===== src/design/assert_macros.svh =====
// ---------------------------------------------------------------------------
// assert_macros.svh
// Shared concurrent assertion macros, clocked on aclk; CSD_ASSERT is off during reset
// ---------------------------------------------------------------------------
`ifndef ASSERT_MACROS_SVH
`define ASSERT_MACROS_SVH

// implication checked on every rising edge outside reset
`define CSD_ASSERT(lbl, prop, msg) \
    lbl: assert property (@(posedge aclk) disable iff (!aresetn) (prop)) else $error(msg);

// same, but also checked while reset is active
`define CSD_ASSERT_ALWAYS(lbl, prop, msg) \
    lbl: assert property (@(posedge aclk) (prop)) else $error(msg);

`endif


===== src/design/csd_pkg.sv =====
// ---------------------------------------------------------------------------
// csd_pkg
// Codes, widths and denomination tables of the change stock dispenser
// ---------------------------------------------------------------------------
package csd_pkg;

    localparam int AMT_W    = 27;
    localparam int DENOM_W  = 14;
    localparam int SLOT_W   = 4;
    localparam int QTY_W    = 12;
    localparam int MODE_W   = 3;
    localparam int STAT_W   = 3;
    localparam int HOUR_W   = 5;
    localparam int START_W  = 7;

    localparam logic [AMT_W-1:0]  AMT_MAX          = '1;
    localparam logic [AMT_W-1:0]  THRESH_RESET     = 27'd2000;
    localparam logic [HOUR_W-1:0] HOURS_MAX        = 5'd31;
    localparam logic [HOUR_W-1:0] HOURS_RESET      = 5'd24;

    // operation codes
    localparam logic [MODE_W-1:0] MODE_ACCEPT   = 3'd0;
    localparam logic [MODE_W-1:0] MODE_DISPENSE = 3'd1;
    localparam logic [MODE_W-1:0] MODE_CHECK    = 3'd2;
    localparam logic [MODE_W-1:0] MODE_ADD      = 3'd3;
    localparam logic [MODE_W-1:0] MODE_REFILL   = 3'd4;
    localparam logic [MODE_W-1:0] MODE_HOUR     = 3'd5;

    // result status codes
    localparam logic [STAT_W-1:0] ST_DONE      = 3'd0;
    localparam logic [STAT_W-1:0] ST_ITEM      = 3'd1;
    localparam logic [STAT_W-1:0] ST_CANNOT    = 3'd2;
    localparam logic [STAT_W-1:0] ST_TOO_SOON  = 3'd3;
    localparam logic [STAT_W-1:0] ST_NO_REFILL = 3'd4;
    localparam logic [STAT_W-1:0] ST_CHECK_OK  = 3'd5;

    // configuration register indexes
    localparam logic CFG_LOW_THRESHOLD   = 1'b0;
    localparam logic CFG_REFILL_INTERVAL = 1'b1;

    // denomination in cents of a slot, zero beyond the tenth
    function automatic logic [DENOM_W-1:0] denom_of(input logic [SLOT_W-1:0] s);
        case (s)
            4'd0:    denom_of = 14'd10000;
            4'd1:    denom_of = 14'd5000;
            4'd2:    denom_of = 14'd2000;
            4'd3:    denom_of = 14'd1000;
            4'd4:    denom_of = 14'd500;
            4'd5:    denom_of = 14'd100;
            4'd6:    denom_of = 14'd25;
            4'd7:    denom_of = 14'd10;
            4'd8:    denom_of = 14'd5;
            4'd9:    denom_of = 14'd1;
            default: denom_of = 14'd0;
        endcase
    endfunction

    // starting and refill piece count of a slot
    function automatic logic [START_W-1:0] start_count(input logic [SLOT_W-1:0] s);
        case (s)
            4'd0:    start_count = 7'd0;
            4'd1:    start_count = 7'd2;
            4'd2:    start_count = 7'd2;
            4'd3:    start_count = 7'd4;
            4'd4:    start_count = 7'd2;
            4'd5:    start_count = 7'd6;
            4'd6:    start_count = 7'd6;
            4'd7:    start_count = 7'd10;
            4'd8:    start_count = 7'd10;
            4'd9:    start_count = 7'd100;
            default: start_count = 7'd0;
        endcase
    endfunction

endpackage


===== src/design/csd_qsearch.sv =====
// ---------------------------------------------------------------------------
// csd_qsearch
// Bit-serial capped quotient: largest q <= cap with q * divisor <= rem,
// one quotient bit per cycle, also returns the product q * divisor
// ---------------------------------------------------------------------------
module csd_qsearch #(
    parameter int QW = 12,
    parameter int DW = 14,
    parameter int RW = 27
) (
    input  logic          aclk,
    input  logic          aresetn,
    input  logic          start,
    input  logic [RW-1:0] rem,
    input  logic [DW-1:0] divisor,
    input  logic [QW-1:0] cap,
    output logic          busy,
    output logic          done,
    output logic [QW-1:0] q,
    output logic [RW-1:0] prod
);

    localparam int BW = (QW > 1) ? $clog2(QW) : 1;
    localparam int PW = ((RW > DW + QW) ? RW : DW + QW) + 1;

    logic          busy_reg;
    logic          done_reg;
    logic [BW-1:0] bit_reg;
    logic [QW-1:0] q_reg;
    logic [RW-1:0] prod_reg;

    logic [QW-1:0] try_q;
    logic [PW-1:0] try_p;
    logic          take;

    // candidate with the current bit set
    always_comb begin
        try_q = q_reg | (QW'(1) << bit_reg);
        try_p = PW'(prod_reg) + (PW'(divisor) << bit_reg);
        take  = (divisor != '0) && (try_q <= cap) && (try_p <= PW'(rem));
    end

    // one quotient bit per cycle, msb first
    always_ff @(posedge aclk) begin
        if (!aresetn) begin
            busy_reg <= 1'b0;
            done_reg <= 1'b0;
        end else begin
            done_reg <= 1'b0;
            if (start) begin
                busy_reg <= 1'b1;
                bit_reg  <= BW'(QW - 1);
                q_reg    <= '0;
                prod_reg <= '0;
            end else if (busy_reg) begin
                if (take) begin
                    q_reg    <= try_q;
                    prod_reg <= try_p[RW-1:0];
                end
                if (bit_reg == '0) begin
                    busy_reg <= 1'b0;
                    done_reg <= 1'b1;
                end else begin
                    bit_reg <= bit_reg - 1'b1;
                end
            end
        end
    end

    assign busy = busy_reg;
    assign done = done_reg;
    assign q    = q_reg;
    assign prod = prod_reg;

endmodule


===== src/design/change_stock_dispenser.sv =====
// Steps per item, acceptance to ready again, quotient width QW = max(12,COUNT_BITS): accept
// runs one quotient search on its slot if valid; tick and early replenish go straight on, add
// updates its slot; check and failed dispense run a quotient search per slot; dispense then takes
// the change out slot by slot; replenish refills slot by slot; then all walk the balance and emit
// results; one item at a time, the last result shows in the same cycle as ready; a held result stalls the sequencer.
// Reset (aresetn low, synchronous) loads the starting stock, zero due, 24 hours.
// ---------------------------------------------------------------------------
// change_stock_dispenser
// Note and coin stock with greedy change-making over ten denominations
// ---------------------------------------------------------------------------
`include "assert_macros.svh"

module change_stock_dispenser import csd_pkg::*; #(
    parameter int NUM_SLOTS  = 10,
    parameter int COUNT_BITS = 12
) (
    input  logic               aclk,
    input  logic               aresetn,
    input  logic               cfg_we,
    input  logic               cfg_index,
    input  logic [AMT_W-1:0]   cfg_wdata,
    input  logic               s_valid,
    output logic               s_ready,
    input  logic [MODE_W-1:0]  s_mode,
    input  logic [SLOT_W-1:0]  s_slot,
    input  logic [QTY_W-1:0]   s_quantity,
    input  logic [AMT_W-1:0]   s_amount_cents,
    input  logic               s_first,
    output logic               m_valid,
    input  logic               m_ready,
    output logic [STAT_W-1:0]  m_status,
    output logic [SLOT_W-1:0]  m_slot_out,
    output logic [QTY_W-1:0]   m_count_out,
    output logic [AMT_W-1:0]   m_due_left,
    output logic [AMT_W-1:0]   m_total_balance,
    output logic               m_is_low,
    output logic               m_last
);

    localparam int IW = (NUM_SLOTS > 1) ? $clog2(NUM_SLOTS) : 1;
    localparam int QW = (COUNT_BITS > QTY_W) ? COUNT_BITS : QTY_W;
    localparam int SW = QW + 1;
    localparam int PBW = DENOM_W + COUNT_BITS;
    localparam int AW = ((PBW > AMT_W + 1) ? PBW : AMT_W + 1) + 1;
    localparam logic [COUNT_BITS-1:0] COUNT_MAX = '1;
    localparam logic [IW-1:0] LAST_IDX = IW'(NUM_SLOTS - 1);

    typedef enum logic [3:0] {
        S_IDLE, S_DIV, S_TDONE, S_COMMIT, S_ADD, S_REFILL, S_BAL, S_OUT, S_EMIT
    } state_t;

    state_t                state_reg;
    logic [IW-1:0]         idx_reg;
    logic [IW-1:0]         lastnz_reg;
    logic                  any_reg;
    logic                  emit_reg;
    logic [MODE_W-1:0]     mode_reg;
    logic [SLOT_W-1:0]     slot_reg;
    logic [QTY_W-1:0]      qty_reg;
    logic [AMT_W-1:0]      rem_reg;
    logic [AMT_W-1:0]      due_reg;
    logic [HOUR_W-1:0]     hours_reg;
    logic [AMT_W-1:0]      low_thr_reg;
    logic [HOUR_W-1:0]     interval_reg;
    logic [AMT_W-1:0]      bal_reg;
    logic [STAT_W-1:0]     res_status_reg;
    logic [SLOT_W-1:0]     res_slot_reg;
    logic [QTY_W-1:0]      res_count_reg;
    logic                  q_start_reg;
    logic [COUNT_BITS-1:0] stock_reg [NUM_SLOTS];
    logic [COUNT_BITS-1:0] taken_mem [NUM_SLOTS];

    logic                  m_valid_reg;
    logic [STAT_W-1:0]     m_status_reg;
    logic [SLOT_W-1:0]     m_slot_reg;
    logic [QTY_W-1:0]      m_count_reg;
    logic [AMT_W-1:0]      m_due_reg;
    logic [AMT_W-1:0]      m_bal_reg;
    logic                  m_low_reg;
    logic                  m_last_reg;

    logic                  q_busy;
    logic                  q_done;
    logic [QW-1:0]         q_val;
    logic [AMT_W-1:0]      q_prod;

    logic [COUNT_BITS-1:0] stock_cur;
    logic [COUNT_BITS-1:0] taken_cur;
    logic [COUNT_BITS-1:0] target_cur;
    logic [DENOM_W-1:0]    denom_cur;
    logic [QW-1:0]         q_cap;
    logic [SW-1:0]         acc_sum;
    logic [SW-1:0]         add_sum;
    logic [COUNT_BITS-1:0] acc_sat;
    logic [COUNT_BITS-1:0] add_sat;
    logic [PBW-1:0]        bal_prod;
    logic [AW-1:0]         bal_sum;
    logic [AMT_W-1:0]      bal_next;
    logic [QW-1:0]         taken_wide;
    logic                  out_free;
    logic                  in_range;
    logic [AMT_W-1:0]      due_load;
    logic [AMT_W-1:0]      rem_after;

    // per-slot values at the walk index
    always_comb begin
        stock_cur  = stock_reg[idx_reg];
        taken_cur  = taken_mem[idx_reg];
        target_cur = COUNT_BITS'(start_count(SLOT_W'(idx_reg)));
        denom_cur  = denom_of(SLOT_W'(idx_reg));
        q_cap      = (mode_reg == MODE_ACCEPT) ? QW'(qty_reg) : QW'(stock_cur);
        taken_wide = QW'(taken_cur);
        // saturating adds for accept and add cash
        acc_sum    = SW'(stock_cur) + SW'(q_val);
        acc_sat    = (acc_sum > SW'(COUNT_MAX)) ? COUNT_MAX : acc_sum[COUNT_BITS-1:0];
        add_sum    = SW'(stock_cur) + SW'(qty_reg);
        add_sat    = (add_sum > SW'(COUNT_MAX)) ? COUNT_MAX : add_sum[COUNT_BITS-1:0];
        // balance step, sticky saturation at the field maximum
        bal_prod   = PBW'(denom_cur) * PBW'(stock_cur);
        bal_sum    = AW'(bal_reg) + AW'(bal_prod);
        bal_next   = (bal_sum > AW'(AMT_MAX)) ? AMT_MAX : bal_sum[AMT_W-1:0];
        rem_after  = rem_reg - q_prod;
        out_free   = !m_valid_reg || m_ready;
        in_range   = ({1'b0, s_slot} < (SLOT_W + 1)'(NUM_SLOTS));
        due_load   = s_first ? s_amount_cents : due_reg;
    end

    csd_qsearch #(
        .QW (QW),
        .DW (DENOM_W),
        .RW (AMT_W)
    ) u_qsearch (
        .aclk    (aclk),
        .aresetn (aresetn),
        .start   (q_start_reg),
        .rem     (rem_reg),
        .divisor (denom_cur),
        .cap     (q_cap),
        .busy    (q_busy),
        .done    (q_done),
        .q       (q_val),
        .prod    (q_prod)
    );

    // sequencer, stock and result registers
    always_ff @(posedge aclk) begin
        if (!aresetn) begin
            state_reg    <= S_IDLE;
            due_reg      <= '0;
            hours_reg    <= HOURS_RESET;
            low_thr_reg  <= THRESH_RESET;
            interval_reg <= HOURS_RESET;
            q_start_reg  <= 1'b0;
            m_valid_reg  <= 1'b0;
            idx_reg      <= '0;
            any_reg      <= 1'b0;
            emit_reg     <= 1'b0;
            for (int s = 0; s < NUM_SLOTS; s++) begin
                stock_reg[s] <= COUNT_BITS'(start_count(SLOT_W'(s)));
            end
        end else begin
            q_start_reg <= 1'b0;
            if (m_valid_reg && m_ready) begin
                m_valid_reg <= 1'b0;
            end

            // configuration writes
            if (cfg_we) begin
                case (cfg_index)
                    CFG_LOW_THRESHOLD:   low_thr_reg  <= cfg_wdata;
                    CFG_REFILL_INTERVAL: interval_reg <= cfg_wdata[HOUR_W-1:0];
                    default: ;
                endcase
            end

            case (state_reg)
                S_IDLE: begin
                    if (s_valid) begin
                        mode_reg       <= s_mode;
                        slot_reg       <= s_slot;
                        qty_reg        <= s_quantity;
                        res_status_reg <= ST_DONE;
                        res_slot_reg   <= '0;
                        res_count_reg  <= '0;
                        emit_reg       <= 1'b0;
                        bal_reg        <= '0;
                        idx_reg        <= '0;
                        any_reg        <= 1'b0;
                        case (s_mode)
                            MODE_ACCEPT: begin
                                due_reg      <= due_load;
                                res_slot_reg <= s_slot;
                                if (in_range && denom_of(s_slot) != '0) begin
                                    rem_reg     <= due_load;
                                    idx_reg     <= s_slot[IW-1:0];
                                    q_start_reg <= 1'b1;
                                    state_reg   <= S_DIV;
                                end else begin
                                    state_reg <= S_BAL;
                                end
                            end
                            MODE_DISPENSE, MODE_CHECK: begin
                                rem_reg     <= s_amount_cents;
                                q_start_reg <= 1'b1;
                                state_reg   <= S_DIV;
                            end
                            MODE_ADD: begin
                                res_slot_reg <= s_slot;
                                if (in_range) begin
                                    idx_reg   <= s_slot[IW-1:0];
                                    state_reg <= S_ADD;
                                end else begin
                                    state_reg <= S_BAL;
                                end
                            end
                            MODE_REFILL: begin
                                if (hours_reg < interval_reg) begin
                                    res_status_reg <= ST_TOO_SOON;
                                    state_reg      <= S_BAL;
                                end else begin
                                    state_reg <= S_REFILL;
                                end
                            end
                            MODE_HOUR: begin
                                if (hours_reg < HOURS_MAX) begin
                                    hours_reg <= hours_reg + 1'b1;
                                end
                                state_reg <= S_BAL;
                            end
                            default: ;
                        endcase
                    end
                end

                // wait for the quotient of the current slot
                S_DIV: begin
                    if (q_done) begin
                        if (mode_reg == MODE_ACCEPT) begin
                            due_reg            <= due_reg - q_prod;
                            stock_reg[idx_reg] <= acc_sat;
                            res_count_reg      <= q_val[QTY_W-1:0];
                            idx_reg            <= '0;
                            state_reg          <= S_BAL;
                        end else begin
                            taken_mem[idx_reg] <= q_val[COUNT_BITS-1:0];
                            rem_reg            <= rem_after;
                            if (idx_reg == LAST_IDX) begin
                                state_reg <= S_TDONE;
                            end else begin
                                idx_reg     <= idx_reg + 1'b1;
                                q_start_reg <= 1'b1;
                            end
                        end
                    end
                end

                // trial finished: exact change or not
                S_TDONE: begin
                    idx_reg <= '0;
                    if (mode_reg == MODE_CHECK) begin
                        res_status_reg <= (rem_reg == '0) ? ST_CHECK_OK : ST_CANNOT;
                        state_reg      <= S_BAL;
                    end else if (rem_reg != '0) begin
                        res_status_reg <= ST_CANNOT;
                        state_reg      <= S_BAL;
                    end else begin
                        state_reg <= S_COMMIT;
                    end
                end

                // take the change out of stock
                S_COMMIT: begin
                    stock_reg[idx_reg] <= stock_cur - taken_cur;
                    if (taken_cur != '0) begin
                        any_reg    <= 1'b1;
                        lastnz_reg <= idx_reg;
                    end
                    if (idx_reg == LAST_IDX) begin
                        emit_reg  <= any_reg || (taken_cur != '0);
                        idx_reg   <= '0;
                        state_reg <= S_BAL;
                    end else begin
                        idx_reg <= idx_reg + 1'b1;
                    end
                end

                S_ADD: begin
                    stock_reg[idx_reg] <= add_sat;
                    res_count_reg      <= QTY_W'(add_sat - stock_cur);
                    idx_reg            <= '0;
                    state_reg          <= S_BAL;
                end

                // refill each slot to its target, recording the increase
                S_REFILL: begin
                    if (stock_cur < target_cur) begin
                        taken_mem[idx_reg] <= target_cur - stock_cur;
                        stock_reg[idx_reg] <= target_cur;
                        any_reg            <= 1'b1;
                        lastnz_reg         <= idx_reg;
                    end else begin
                        taken_mem[idx_reg] <= '0;
                    end
                    if (idx_reg == LAST_IDX) begin
                        if (any_reg || (stock_cur < target_cur)) begin
                            hours_reg <= '0;
                            emit_reg  <= 1'b1;
                        end else begin
                            res_status_reg <= ST_NO_REFILL;
                        end
                        idx_reg   <= '0;
                        state_reg <= S_BAL;
                    end else begin
                        idx_reg <= idx_reg + 1'b1;
                    end
                end

                // balance walk, one slot per cycle
                S_BAL: begin
                    bal_reg <= bal_next;
                    if (idx_reg == LAST_IDX) begin
                        idx_reg   <= '0;
                        state_reg <= emit_reg ? S_EMIT : S_OUT;
                    end else begin
                        idx_reg <= idx_reg + 1'b1;
                    end
                end

                // single result
                S_OUT: begin
                    if (out_free) begin
                        m_valid_reg  <= 1'b1;
                        m_status_reg <= res_status_reg;
                        m_slot_reg   <= res_slot_reg;
                        m_count_reg  <= res_count_reg;
                        m_due_reg    <= due_reg;
                        m_bal_reg    <= bal_reg;
                        m_low_reg    <= (bal_reg < low_thr_reg);
                        m_last_reg   <= 1'b1;
                        state_reg    <= S_IDLE;
                    end
                end

                // one result per slot with a nonzero count
                S_EMIT: begin
                    if (taken_cur == '0) begin
                        idx_reg <= idx_reg + 1'b1;
                    end else if (out_free) begin
                        m_valid_reg  <= 1'b1;
                        m_status_reg <= ST_ITEM;
                        m_slot_reg   <= SLOT_W'(idx_reg);
                        m_count_reg  <= taken_wide[QTY_W-1:0];
                        m_due_reg    <= due_reg;
                        m_bal_reg    <= bal_reg;
                        m_low_reg    <= (bal_reg < low_thr_reg);
                        m_last_reg   <= (idx_reg == lastnz_reg);
                        if (idx_reg == lastnz_reg) begin
                            state_reg <= S_IDLE;
                        end else begin
                            idx_reg <= idx_reg + 1'b1;
                        end
                    end
                end

                default: state_reg <= S_IDLE;
            endcase
        end
    end

    assign s_ready         = (state_reg == S_IDLE);
    assign m_valid         = m_valid_reg;
    assign m_status        = m_status_reg;
    assign m_slot_out      = m_slot_reg;
    assign m_count_out     = m_count_reg;
    assign m_due_left      = m_due_reg;
    assign m_total_balance = m_bal_reg;
    assign m_is_low        = m_low_reg;
    assign m_last          = m_last_reg;

    // quotient unit only runs under the divide state
    `CSD_ASSERT(a_qbusy_in_div, q_busy |-> (state_reg == S_DIV), "quotient unit busy outside divide")
    // a known operation takes the block busy on the next cycle
    `CSD_ASSERT(a_busy_after_accept, (s_valid && s_ready && s_mode <= MODE_HOUR) |=> !s_ready, "block still ready after an item")
    // counts are only carried by done and item results
    `CSD_ASSERT(a_count_status, (m_valid && m_status != ST_ITEM && m_status != ST_DONE) |-> (m_count_out == '0), "nonzero count on a status-only result")

endmodule


===== config.mk =====
export PLATFORM = sky130hd
export DESIGN_NAME = change_stock_dispenser
export DESIGN_NICKNAME = d
export VERILOG_FILES = /design/src/design/csd_pkg.sv /design/src/design/csd_qsearch.sv /design/src/design/change_stock_dispenser.sv
export VERILOG_INCLUDE_DIRS = /design/src /design/src/design
export SDC_FILE = /design/constraint.sdc
export NUM_CORES = 2
export LEC_CHECK = 0
export BUFFER_PORTS_ARGS = -buffer_cell sky130_fd_sc_hd__buf_2
export CAP_MARGIN = 20
export CORE_MARGIN = 4
export CORE_UTILIZATION = 60
export CTS_CLUSTER_DIAMETER = 150
export DETAILED_ROUTE_END_ITERATION = 6
export GPL_ROUTABILITY_DRIVEN = 0
export MAX_ROUTING_LAYER = met4
export PLACE_DENSITY = 0.78
export SYNTH_ARGS = -nofsm -noshare
export SYNTH_HDL_FRONTEND = slang
export SYNTH_SLANG_ARGS = --single-unit

===== constraint.sdc =====
create_clock -name aclk -period 11.14 [get_ports aclk]
set_clock_uncertainty 0.05 [all_clocks]
set_input_delay 0.557 -clock aclk [delete_from_list [all_inputs] [get_ports aclk]]
set_output_delay 0.557 -clock aclk [all_outputs]
set_load 0.1 [all_outputs]

# Yosys cells after proc, flatten, opt, wreduce, memory -nomap -nowiden
# Memory sizes are Yosys's and may differ from the RTL's. A register that Yosys moved wholly into a read port is not among the register bits.
# Cells that the tools add are included.
# Widths: inputs -> output; s select.
# totals
ff_bits	288
mem_bits_rw	240
rom_bits	496
in_bits	80
out_inout_bits	77
wordCells	342
memories	5
# op_classes
add_sub_neg	12
n_mul	1
magnitude_cmp	10
n_eq_ne	44
shifts	2
n_mux	175
n_bitwise	9
reduce_logical	54
# memory_table
memory	depth	width	rd	rd_clocked_by_memory_dff	write_ports	line	rtl
(name not given)	16	13	1	0	0	csd_pkg.sv:43	case (s)
(name not given)	16	13	1	1	0	csd_pkg.sv:43	
stock_reg	10	12	1	1	10	change_stock_dispenser.sv:70	logic [COUNT_BITS-1:0] stock_reg [NUM_SLOTS];
taken_mem	10	12	1	1	1	change_stock_dispenser.sv:71	logic [COUNT_BITS-1:0] taken_mem [NUM_SLOTS];
(name not given)	16	5	1	1	0	csd_pkg.sv:60	case (s)
# ops
cell	n
$mux 27	17
$pmux 27 s2	6
$mux 12	17
$mux 4	37
$mux 14	4
$sub 27x27->27	2
$mux 1	49
$mux 7	6
$pmux 4 s5	2
$mux 3	12
$pmux 12 s3	1
$pmux 4 s8	1
$ne 2x2->1 const B	15
$add 27x26->28	1
$add 27x28->28	1
$gt 28x27->1 const B	1
$le 28x27->1	1
$reduce_bool 14->1	2
$shl 14x4->28	1
$logic_not 27->1	1
$lt 27x27->1	1
$reduce_bool 27->1	1
$add 12x12->13	2
$gt 13x12->1 const B	2
56 further kinds	124

# Logic depth before layout (Yosys ltp)
# logic_depth
ltp_word	13
ltp_mapped	31
depth_no_buf	26

# By module
# From an unflattened synthesis, not the netlist that was laid out.
# unflattened
cells_unflattened	3871
hier_area_um2	40581.4
# modules_own_cells
mod	instances	cells_per_inst	area_per_inst_um2	seq_area_each_um2
change_stock_dispenser	1	3284	35521.6	16325.7
csd_qsearch	1	587	5059.9	1331.3

# Least setup slack after synthesis
# Ideal clock, no wire load.
# synth_timing
kind	register -> register
startpoint	register (tool-made name)
endpoint	register bal_reg[10] (data pin)
setup_time_ns	0.270
arrival_ns	8.102
required_time_ns	10.820
slack_ns	2.718
stages_incl_launch_ff	32
n_path_buf	7
period_less_slack_ns	8.422
cell_sequence	dfxtp_1 buf_2 buf_2 buf_2 buf_1 clkbuf_1 mux4_2 mux4_2 inv_1 clkbuf_1 nor2_1 fa_1 inv_1 fa_1 inv_1 fa_1 fa_1 inv_1 fa_1 inv_1 ha_1 a21o_1 a21o_1 a21oi_1 o21a_1 a21o_1 nand2_1 a31o_2 a21oi_1 xor2_1 clkbuf_1 a21oi_1
# synth_rtl
element	line	rtl
end signal: assignment	change_stock_dispenser.sv:320	bal_reg <= bal_next;
end: declaration	change_stock_dispenser.sv:65	logic [AMT_W-1:0] bal_reg;

==> results by group <==
CTS
  • CTS tree: yes
  • CTS Buf Count: between 60 and 70
  • Clock transition at the registers of the reported paths: 0.07 ns
  • CTS Root Buffer Type: clkbuf_16
  • Hold_buf cts: 0
  • CTS resizes: 0
  • Post-CTS Setup Repair Bufs: 0
  • # clock sinks: between 600 and 700
  • Clk_lat worst skew: 0.62 ns
  • H-tree depth: 3
  • Clock Path Buffers: 3

Timing
  • Fmax: approximately 120 MHz
  • Worst slew margin: between 20 and 30%
  • Tcrit/Tclk final: ~78%
  • RSZ-0062 raised after global routing: false
  • Count of pins over their slew limit: 0
  • Final hold vios: 0
  • Final WS setup: 2.49 ns
  • Final setup fails: 0
  • Final TNS setup: 0 ns
  • Fin crit period: roughly 8.6 ns
  • Worst Max-Slew Pin Slew: between 1 and 1.5 ns

Synth
  • Post-synth top area share: 38.7%
  • Ys async rst share: 0%
  • Sequential share of the synthesized area: 43.6%
  • Primary FF master, synth: edfxtp_1
  • Synth Area per Inst: around 11 µm²
  • Post-Syn Nets: 4359
  • Synth area leader: edfxtp_1
  • Mapped Area: slightly above 0.04 mm²
  • Synth top cells by count: edfxtp_1, inv_1, nor2_1
  • Top-count cell post-synth: edfxtp_1
  • Unique masters post-synth: 92
  • Synthesized netlist cell count: between 3000 and 4000
  • Top cells by area, synth: edfxtp_1, ha_1, fa_1
  • Warning count from the yosys run: 0
  • #FFs+latches synth: roughly 620
  • EDFF count, synth: about 520

Routing
  • Final WL: 112 mm
  • Antenna viol nets, final: 0
  • Pre-Repair DR Iteration Count: 6
  • DRT iter0 DRCs: between 3000 and 4000
  • DR WL/cell: approximately 23 µm
  • DR DRC count: 0
  • Vias per std cell: around 6.3
  • Via count: approximately 30000

Placed design
  • Pre-CTS WS: ~2.3 ns
  • Dpl hpwl: between 80 and 90 mm
  • Port-buffer cells: 156

Worst setup path
  • R2R depth: 27
  • CP Launch Type: flip-flop
  • Worst Path Arrival: between 8 and 9 ns
  • Critical Path Fanout Max: between 40 and 50
  • Crit. End Element: flip-flop
  • FF-to-FF End: bal_reg[10]$_SDFFCE_PN0P_
  • R2r setup slk: 2.49 ns
  • Worst EP required: 11.43 ns
  • Critical path type: flip-flop to flip-flop

Die
  • DIE AREA: between 0.07 and 0.08 mm²
  • Die Wd: between 200 and 300 µm
  • Row cnt: 94
  • DIE HEIGHT: 268 µm
  • Initial Utilization: 61.1%
  • I/O Pins: around 160
  • Core area: 0.0663 mm²

Flow run
  • Max-cap viol count: 0

Power and ir drop
  • Pwr dens: around 320 mW/mm²
  • Peak supply drop: ~0.57 mV
  • Leakage power: around 19 nW

Global routing
  • Global-route wire length before repair: between 150 and 200 mm
  • Total track usage: between 30% and 40%
  • Largest net degree at the start of global routing: 82
  • Antenna violations before repair: 3
  • Number of global-route vias before repair: between 20000 and 30000
  • GR Overflow Total: 0

Final layout
  • Layout cells sized above 1: 11.7%
  • Area Growth Syn to Fin: 9.88%
  • Max reg flops: around 190
  • Nets: roughly 4500

Hold path
  • WHS Endpoint: qty_reg[10]$_DFFE_PP_
  • Hold depth: 1
  • Worst Min Path Start: s_quantity[10]
  • Worst min path class: primary input to flip-flop

Outcome
  • Status: finished clean
## per-layer routing
metal	GRT usage, %	vias up	part of all wire, %
met1	43.7	14700	40
li1	-	13800	-
met2	48.0	1924	45
met4	10.6	0	3.6
met5	-	-	0
met3	6.89	317	12
## logic make-up after synthesis
logic type               share of synthesized area [%]
XOR/XNOR                                          2.98
multiplexers                                      6.49
AND/OR/NAND/NOR                                   12.7
adder cells (fa/ha/maj)                           16.2
buffers and inverters                             5.32
flip-flops                                        43.6
AO/OA/AOI/OAI                                     12.7
## power breakdown
group	switching [mW]	internal, mW	total (mW)
clock	0.968	1.35	2.31
combinational	5.42	3.59	9.01
sequential	0.253	2.79	3.04
total	6.64	7.72	14.4
## final cells by class
type,instances,area (µm²)
Fill cell,4988,21800
Multi-Input combinational cell,2657,20800
Sequential cell,621,17700
Clock buffer,89,1840
Inverter,411,1550
Timing Repair Buffer,204,1180
Tap cell,864,1080
Clock inverter,35,434
Antenna cell,1,2.50
## worst max-delay path: stages (launching register included)
cell and delay (ns):
dfxtp_4 1.00, mux4_2 0.60, mux2i_1 0.30, nand2_1 0.16, and2_1 0.44, inv_1 0.26
nor2_1 0.09, fa_1 0.55, inv_1 0.05, fa_1 0.48, inv_1 0.06, fa_1 0.51
fa_1 0.54, inv_1 0.05, fa_1 0.52, inv_1 0.04, ha_1 0.36, a21o_1 0.22
a21o_1 0.18, a21oi_1 0.21, o21a_1 0.19, a21o_1 0.16, nand2_1 0.09, a31o_2 0.26
a21oi_1 0.22, xor2_2 0.41, buf_8 0.23, a21oi_1 0.09
## per-stage QoR
stage | util, % | cells | hold slack, ns | area (µm²) | total power [mW]
finish | 67.1 | 4882 | 0.0566 | 44500 | 14.4
global placement | 63.5 | 4747 | 0.399 | 42100 | 11.7
CTS | 67.0 | 4873 | 0.0323 | 44400 | 14.2
detailed placement | 63.5 | 4749 | 0.410 | 42100 | 11.8
global route | 67.1 | 4882 | 0.0438 | 44500 | 15.5
floorplan | - | 3839 | 0.358 | 40500 | 9.82
## placed cells by master, fill, tap and decap left out, drive strengths merged, types with 8 or more instances in the layout
master / synthesis / layout
nand4: 27 / 27
xnor2: 87 / 87
nand2b: 52 / 52
o21a: 23 / 23
or3: 9 / 9
or2: 8 / 8
inv: 404 / 409
buf: 32 / 201
mux4: 82 / 82
fa: 141 / 141
nand2: 346 / 346
and3: 26 / 26
nand3b: 11 / 11
a22o: 10 / 10
mux2: 23 / 23
mux2i: 52 / 52
o31ai: 21 / 21
a22oi: 10 / 10
nor2: 371 / 371
xor2: 51 / 51
a21oi: 229 / 229
o221ai: 9 / 9
o21ai: 208 / 208
dfxtp: 99 / 99
a21o: 91 / 91
o22ai: 13 / 13
edfxtp: 522 / 522
nor2b: 81 / 81
a21boi: 42 / 42
o211ai: 28 / 28
a211oi: 11 / 11
ha: 299 / 299
nor4: 13 / 13
clkinv: 7 / 27
nand3: 60 / 60
o21bai: 20 / 20
a31oi: 16 / 16
and2: 38 / 38
nor3: 64 / 64
clkbuf: 118 / 92
## worst max path at each step
| stage | end | cells after the start |
|---|---|---|
| after floorplan | bal_reg[10]$_SDFFCE_PN0P_ | 31 |
| after global placement | bal_reg[2]$_SDFFCE_PN0P_ | 23 |
| after detailed placement | bal_reg[4]$_SDFFCE_PN0P_ | 26 |
| after CTS | bal_reg[10]$_SDFFCE_PN0P_ | 26 |
| after global routing | bal_reg[24]$_SDFFCE_PN0P_ | 25 |
| final | bal_reg[10]$_SDFFCE_PN0P_ | 27 |
Power figures use the tool's default switching activity.
